--- config.mk ---
export PLATFORM = sky130hd
export DESIGN_NAME = frame_skip_governor_core
export DESIGN_NICKNAME = d
export VERILOG_FILES = /design/src/rtl/fsg_pkg.sv /design/src/rtl/frame_skip_governor_core.sv
export SDC_FILE = /design/constraint.sdc
export NUM_CORES = 1
export LEC_CHECK = 0
export BUFFER_PORTS_ARGS = -buffer_cell sky130_fd_sc_hd__buf_2
export CORE_MARGIN = 8
export CORE_UTILIZATION = 35
export CTS_BUF_LIST = sky130_fd_sc_hd__clkbuf_2
export DETAILED_ROUTE_END_ITERATION = 12
export GPL_TIMING_DRIVEN = 0
export PLACE_DENSITY = 0.55
export SYNTH_ARGS = -nofsm -noshare
export SYNTH_HDL_FRONTEND = slang
export SYNTH_SLANG_ARGS = --single-unit
--- constraint.sdc ---
create_clock -name clk -period 6.5 [get_ports clk]
set_clock_uncertainty 0.05 [all_clocks]
set_input_delay 0 -clock clk [delete_from_list [all_inputs] [get_ports clk]]
set_output_delay 0 -clock clk [all_outputs]
set_load 0.05 [all_outputs]
--- src/rtl/fsg_pkg.sv ---
// ----------------------------------------------------------------------------
// fsg_pkg
// Types, constants and the skip pattern table of the frame skip governor.
// ----------------------------------------------------------------------------
package fsg_pkg;

	localparam int SKIP_LEVELS = 12;

	localparam logic [3:0] LEVEL_MAX      = 4'(SKIP_LEVELS - 1);
	localparam logic [3:0] PHASE_MAX      = 4'(SKIP_LEVELS - 1);
	localparam logic [3:0] LEVEL_SLOW_CAP = 4'd8;

	// speed thresholds in tenths of a percent
	localparam logic [15:0] SPEED_FULL = 16'd995;
	localparam logic [15:0] SPEED_SLOW = 16'd800;
	localparam logic [9:0]  SPEED_REF  = 10'd900;

	// x / 50 for x <= 900 as (x * 1311) >> 16
	localparam logic [10:0] RECIP_50    = 11'd1311;
	localparam int          RECIP_SHIFT = 16;

	localparam logic signed [5:0] DEBT_RAISE = -6'sd2;
	localparam logic signed [5:0] DEBT_DROP  = 6'sd3;
	localparam logic signed [5:0] DEBT_STEP  = 6'sd2;

	// configuration register indexes
	localparam logic [1:0] CFG_START_LEVEL    = 2'd0;
	localparam logic [1:0] CFG_START_AUTO     = 2'd1;
	localparam logic [1:0] CFG_START_THROTTLE = 2'd2;

	typedef struct packed {
		logic        frame_drawn;
		logic [15:0] speed_tenths;
		logic        warmed_up;
		logic        paused;
		logic        button_up;
		logic        button_down;
		logic        button_throttle;
	} fsg_in_t;

	typedef struct packed {
		logic       skip_next;
		logic [3:0] level_now;
		logic       auto_now;
		logic       throttle_now;
		logic [3:0] phase_now;
	} fsg_out_t;

	// one row per level, bit n is phase n
	localparam logic [11:0] SKIP_PATTERN [SKIP_LEVELS] = '{
		12'b000000000000,
		12'b100000000000,
		12'b100000100000,
		12'b100010001000,
		12'b100100100100,
		12'b101001010010,
		12'b101010101010,
		12'b101101011010,
		12'b110110110110,
		12'b111011101110,
		12'b111110111110,
		12'b111111111110
	};

	function automatic logic skip_bit(input logic [3:0] level, input logic [3:0] phase);
		logic [11:0] row;
		row = '0;
		if (level <= LEVEL_MAX) begin
			row = SKIP_PATTERN[level];
		end
		return (phase <= PHASE_MAX) ? row[phase] : 1'b0;
	endfunction

endpackage

--- src/rtl/frame_skip_governor_core.sv ---
// ----------------------------------------------------------------------------
// frame_skip_governor_core
// Per-frame skip decision with automatic level control from measured speed.
// ----------------------------------------------------------------------------
//
//  channel | signals                                   | direction
//  --------+-------------------------------------------+----------
//  in      | in_valid, in_ready, in_item (fsg_in_t)    | into block
//  out     | out_valid, out_ready, out_item (fsg_out_t)| out of block
//  cfg     | cfg_valid, cfg_ready, cfg_index, cfg_data | into block
//
//  An item passes ADJUST, then NORM (one level raise per pass while the debt
//  is at or below -2), then FINISH; the debt/level adder loop sets how long it takes.
//  in_ready is high only while the sequencer is idle; one item at a time.
//  A finished result sits in the output register; the block takes a new
//  transfer meanwhile and stalls only at its last step if that register is full.
//  Reset loads level 0, auto mode on, throttle on, phase 0, debt 0.
//  Configuration writes are always taken and load the live state at once.

module frame_skip_governor_core (
	input  logic                 clk,
	input  logic                 arst_n,
	input  logic                 in_valid,
	output logic                 in_ready,
	input  fsg_pkg::fsg_in_t     in_item,
	output logic                 out_valid,
	input  logic                 out_ready,
	output fsg_pkg::fsg_out_t    out_item,
	input  logic                 cfg_valid,
	output logic                 cfg_ready,
	input  logic [1:0]           cfg_index,
	input  logic [3:0]           cfg_data
);

	typedef enum logic [3:0] {
		ST_IDLE   = 4'b0001,
		ST_ADJUST = 4'b0010,
		ST_NORM   = 4'b0100,
		ST_FINISH = 4'b1000
	} state_t;

	state_t            state_q;
	fsg_pkg::fsg_in_t  item_q;
	logic [3:0]        level_q;
	logic              auto_q;
	logic              throttle_q;
	logic [3:0]        phase_q;
	logic signed [5:0] debt_q;
	logic              was_paused_q;
	logic              out_valid_q;
	fsg_pkg::fsg_out_t out_q;

	logic              in_xfer;
	logic              cfg_xfer;
	logic              out_free;
	logic              try_adjust;
	logic              was_paused_eff;
	logic [9:0]        slow_diff;
	logic [20:0]       recip_prod;
	logic [4:0]        slow_quot;
	logic signed [5:0] debt_inc;
	logic signed [5:0] debt_slow;
	logic [3:0]        phase_next;
	logic [3:0]        btn_level;
	logic              btn_auto;
	logic [3:0]        up_level;
	logic              up_auto;

	assign in_ready  = (state_q == ST_IDLE);
	assign in_xfer   = in_valid && in_ready;
	assign cfg_ready = 1'b1;
	assign cfg_xfer  = cfg_valid && cfg_ready;
	assign out_valid = out_valid_q;
	assign out_item  = out_q;
	assign out_free  = !out_valid_q || out_ready;

	// adjustment gate and pause-aware skip
	assign try_adjust = item_q.frame_drawn && throttle_q && auto_q && (phase_q == '0);
	assign was_paused_eff = was_paused_q || item_q.paused;

	// slow-speed debt drop: (900 - speed) / 50 via reciprocal multiply
	assign slow_diff  = fsg_pkg::SPEED_REF - item_q.speed_tenths[9:0];
	assign recip_prod = 21'(slow_diff) * 21'(fsg_pkg::RECIP_50);
	assign slow_quot  = recip_prod[fsg_pkg::RECIP_SHIFT +: 5];
	assign debt_inc   = debt_q + 6'sd1;
	assign debt_slow  = debt_q - $signed({1'b0, slow_quot});

	assign phase_next = (phase_q == fsg_pkg::PHASE_MAX) ? 4'd0 : phase_q + 4'd1;

	// user buttons, up first then down
	always_comb begin
		up_level = level_q;
		up_auto  = auto_q;
		if (item_q.button_up) begin
			if (auto_q) begin
				up_auto  = 1'b0;
				up_level = 4'd0;
			end else if (level_q == fsg_pkg::LEVEL_MAX) begin
				up_auto  = 1'b1;
				up_level = 4'd0;
			end else begin
				up_level = level_q + 4'd1;
			end
		end
		btn_level = up_level;
		btn_auto  = up_auto;
		if (item_q.button_down) begin
			if (up_auto) begin
				btn_auto  = 1'b0;
				btn_level = fsg_pkg::LEVEL_MAX;
			end else if (up_level == 4'd0) begin
				btn_auto = 1'b1;
			end else begin
				btn_level = up_level - 4'd1;
			end
		end
	end

	// input capture register
	always_ff @(posedge clk) begin
		if (in_xfer) begin
			item_q <= in_item;
		end
	end

	// sequencer and governor state
	always_ff @(posedge clk or negedge arst_n) begin
		if (!arst_n) begin
			state_q      <= ST_IDLE;
			level_q      <= 4'd0;
			auto_q       <= 1'b1;
			throttle_q   <= 1'b1;
			phase_q      <= 4'd0;
			debt_q       <= 6'sd0;
			was_paused_q <= 1'b0;
		end else begin
			unique case (state_q)
				ST_IDLE: begin
					if (in_xfer) begin
						state_q <= ST_ADJUST;
					end
				end
				ST_ADJUST: begin
					if (try_adjust) begin
						was_paused_q <= item_q.paused;
						if (!was_paused_eff && item_q.warmed_up) begin
							if (item_q.speed_tenths >= fsg_pkg::SPEED_FULL) begin
								if (debt_inc >= fsg_pkg::DEBT_DROP) begin
									debt_q <= 6'sd0;
									if (level_q != 4'd0) begin
										level_q <= level_q - 4'd1;
									end
								end else begin
									debt_q <= debt_inc;
								end
							end else if (item_q.speed_tenths < fsg_pkg::SPEED_SLOW) begin
								debt_q <= debt_slow;
							end else if (level_q < fsg_pkg::LEVEL_SLOW_CAP) begin
								debt_q <= debt_q - 6'sd1;
							end
						end
					end else begin
						was_paused_q <= was_paused_eff;
					end
					state_q <= ST_NORM;
				end
				ST_NORM: begin
					// one level raise per cycle, up to LEVEL_MAX, while debt is at or below -2
					if (debt_q <= fsg_pkg::DEBT_RAISE) begin
						debt_q <= debt_q + fsg_pkg::DEBT_STEP;
						if (level_q < fsg_pkg::LEVEL_MAX) begin
							level_q <= level_q + 4'd1;
						end
					end else begin
						state_q <= ST_FINISH;
					end
				end
				ST_FINISH: begin
					if (out_free) begin
						phase_q    <= phase_next;
						level_q    <= btn_level;
						auto_q     <= btn_auto;
						throttle_q <= throttle_q ^ item_q.button_throttle;
						state_q    <= ST_IDLE;
					end
				end
				default: begin
					state_q <= ST_IDLE;
				end
			endcase

			// configuration loads the live state directly
			if (cfg_xfer) begin
				unique case (cfg_index)
					fsg_pkg::CFG_START_LEVEL: begin
						level_q <= (cfg_data > fsg_pkg::LEVEL_MAX) ?
							fsg_pkg::LEVEL_MAX : cfg_data;
					end
					fsg_pkg::CFG_START_AUTO: begin
						auto_q <= cfg_data[0];
					end
					fsg_pkg::CFG_START_THROTTLE: begin
						throttle_q <= cfg_data[0];
					end
					default: begin
					end
				endcase
			end
		end
	end

	// output valid flag
	always_ff @(posedge clk or negedge arst_n) begin
		if (!arst_n) begin
			out_valid_q <= 1'b0;
		end else if ((state_q == ST_FINISH) && out_free) begin
			out_valid_q <= 1'b1;
		end else if (out_ready) begin
			out_valid_q <= 1'b0;
		end
	end

	// result register
	always_ff @(posedge clk) begin
		if ((state_q == ST_FINISH) && out_free) begin
			out_q.skip_next    <= fsg_pkg::skip_bit(btn_level, phase_next);
			out_q.level_now    <= btn_level;
			out_q.auto_now     <= btn_auto;
			out_q.throttle_now <= throttle_q ^ item_q.button_throttle;
			out_q.phase_now    <= phase_next;
		end
	end

endmodule

==> metrics.cfg <==
[sta]
tightest_slew_ns = 1.25
drv_slew = 0
rsz0062_at_grt = yes
finalHoldWorstSlack_ns = 0.0714
final-hold-violation-count = 0
max_freq_mhz = 146
timing.slew.headroom = 0.164
setup_viol = 5
layout_min_cycle_time_ns = 6.86
timing.final.ws_setup_ns = -0.356
fin_crit_sh = 1.05
fin_setup_tns_ns = -1.02

[yosys]
ys_types = 89
synth.avg_cell_area_um2 = 9.96
syn_nets = 701
synthArstFlopShare = 0.400
yosys_most_used_dff = edfxtp_1
synth-edff-count = 33
netlist_instances = 553
ys_ff_latch = 55
ys_warn_count = 0
seq_area_frac_synth = 0.281
netlist_area_mm2 = 0.00551

[clocking]
clkLatencyLatePin_ns = 0.55
clock_sinks = 55
cts_tree = done
htreeDepth = 2
clockRootBuffer = clkbuf_2
cts_buffers = 5
clk_pin_slew_worst_paths_ns = 0.35
cts_max_path_buffers = 2

[drt]
wl_per_cell_um = 15.4
drc_errors = 0
num_vias = 4449
dr.pass1.iters = 6
ant_nets = 0
dr.first_iter.drc_count = 212
wl_mm = 13.7
routed_via_density = 5.00

[worst_setup_path]
crit_path_max_fanout = 3
cp.required_ns = 6.96
arrival_ns = 7.31
start_kind = flop
crit_slowest_cell = edfxtp_1
crit_type = flop to flop
end_kind = flop
critPathMaxStageDelay_ns = 0.53
worstRegToRegCells = 33

[die]
io_pins = 47
die_y_um = 141
row_count = 46
die_w_um = 141
start_util = 0.352
dieArea_mm2 = 0.0200
design.core.area_mm2 = 0.0157

[global_route]
grt_max_degree = 23
grt_pass1_wl_mm = 22.3
grt_overflow_total = 0
grt_pass1_vias = 4599
grt.total_usage = 0.139
antenna_found_initial = 0

[finish]
antenna_cells = 0
nets = 820
synthToLayoutAreaGrowth_pct = 25.4
drive_gt1_frac = 0.247
fillers = 1546
final_area_mm2 = 0.00690

[placed_design]
gp_congestion = 0.843
hpwl_mm = 9.98
numPortBuffers = 45
postPlaceCellArea_mm2 = 0.00605

[outcome]
outcome = finished, violations left
violations = negative setup slack

[hold_path]
hold_depth = 2
hp-class = input pin to flop

[job]
drv_cap = 0

-- area by class of cell --
type                    instances  area, um^2  share of cell area
multi-input cells             429        3920               0.568
flip-flops and latches         55        1550               0.224
repair buffers                112         838               0.121
well taps                     216         270              0.0392
inverters                      61         231              0.0335
plain buffers                   8        45.0             0.00653
clock buffers                   5        25.0             0.00363
clock inverters                 3        23.8             0.00344
-- per-layer routing --
layer  GRT usage  up-vias  wire length, um
met3      0.0245       18              395
li1            -     2231                -
met1       0.162     2140             5950
met2       0.254       60             7100
met4      0.0430        0              277
met5           0        -                0
-- kinds of logic (layout without fill, tap and decap cells) --
family          Yosys count  count (layout)  synth area share
fa+ha+maj               115             115             0.290
buf+inv                  69             189            0.0498
simple gates            155             155             0.158
xor+xnor                 27              27            0.0430
flops                    55              55             0.281
other cells               1               1          0.000681
compound gates          125             125             0.166
mux                       6               6            0.0123
-- path summary, 6_finish.rpt --
check / start / end / slack, ns
worst max-delay path: item_q[5]$_DFFE_PP_ / debt_q[5]$_DFFE_PN0P_ / -0.36
worst max register to register: item_q[5]$_DFFE_PP_ / debt_q[5]$_DFFE_PN0P_ / -0.36
worst min-delay path: in_item[1] / item_q[1]$_DFFE_PP_ / 0.07
worst min register to register: was_paused_q$_DFFE_PN0P_ / was_paused_q$_DFFE_PN0P_ / 0.50
min in group asynchronous: arst_n / auto_q$_DFF_PN1_ / 0.40
max in group asynchronous: arst_n / phase_q[1]$_DFFE_PN0P_ / 4.46
-- stage by stage --
stage	utilization	cells	worst slack [ns]
floorplan	-	553	-0.161
global placement	0.387	814	-0.884
detailed placement	0.387	814	-0.926
CTS	0.431	880	-0.234
global route	0.441	889	-0.624
finish	0.441	889	-0.356
-- cell usage after synthesis, drive strengths merged (4+ instances only) --
cell / instances / share of area
xnor2: 10 / 0.016
nand4: 7 / 0.0091
inv: 60 / 0.041
a21oi: 26 / 0.025
mux2: 6 / 0.012
nor2b: 7 / 0.0084
nand2: 46 / 0.032
a211oi: 4 / 0.0055
ha: 94 / 0.21
o31ai: 4 / 0.0055
nor2: 29 / 0.020
a21o: 8 / 0.011
dfrtp: 19 / 0.086
buf: 4 / 0.0052
edfxtp: 33 / 0.18
a31oi: 6 / 0.0068
nor3: 11 / 0.011
and2: 5 / 0.0057
o21a: 8 / 0.011
and3: 5 / 0.0066
nand3b: 5 / 0.0068
nand2b: 5 / 0.0061
o21ai: 28 / 0.026
clkbuf: 4 / 0.0030
nand3: 8 / 0.0073
fa: 21 / 0.076
xor2: 17 / 0.027
or2: 4 / 0.0050
-- worst max-delay path, delay by kind of cell, from the launching register on --
| family | cells | cell delay, ns |
|---|---|---|
| AOI/OAI and AO/OA | 9 | 1.44 |
| xor gates and xnor gates | 4 | 0.74 |
| adders and majority gates | 8 | 2.79 |
| buffers and inverters | 4 | 0.29 |
| DFF | 1 | 0.53 |
| and+or+nand+nor | 8 | 1.00 |
-- cells in the final DEF (no fill, tap or decap), types with 14 or more instances in the layout --
master / Yosys / layout
inv_1: 60 / 52
dfrtp_1: 19 / 19
ha_1: 94 / 88
nor2_1: 29 / 25
buf_2: 2 / 47
buf_4: 1 / 25
a21oi_1: 24 / 21
edfxtp_1: 33 / 33
fa_1: 21 / 19
xor2_1: 17 / 14
nand2_1: 45 / 45
dlygate4sd3_1: 0 / 41
o21ai_0: 23 / 17
-- registers in the layout, summed over array words and instances (netlist names) --
register	count
out_item	11
out_valid	1
item_q	22
auto_q	1
level_q	4
throttle_q	1
was_paused_q	1
debt_q	6
state_q	4
phase_q	4
-- repair_timing --
item | in CTS | in global routing
gates resized for setup | 24 | 22
hold buffers | 41 | 0
endpoints found under the setup margin | 6 | 5
buffers inserted | 18 | 9
hold endpoints to repair | 56 | 0
pin swaps | 23 | 10
Power is not shown: default switching activity piles up to over one toggle a cycle in this logic, so the estimate is an artifact.
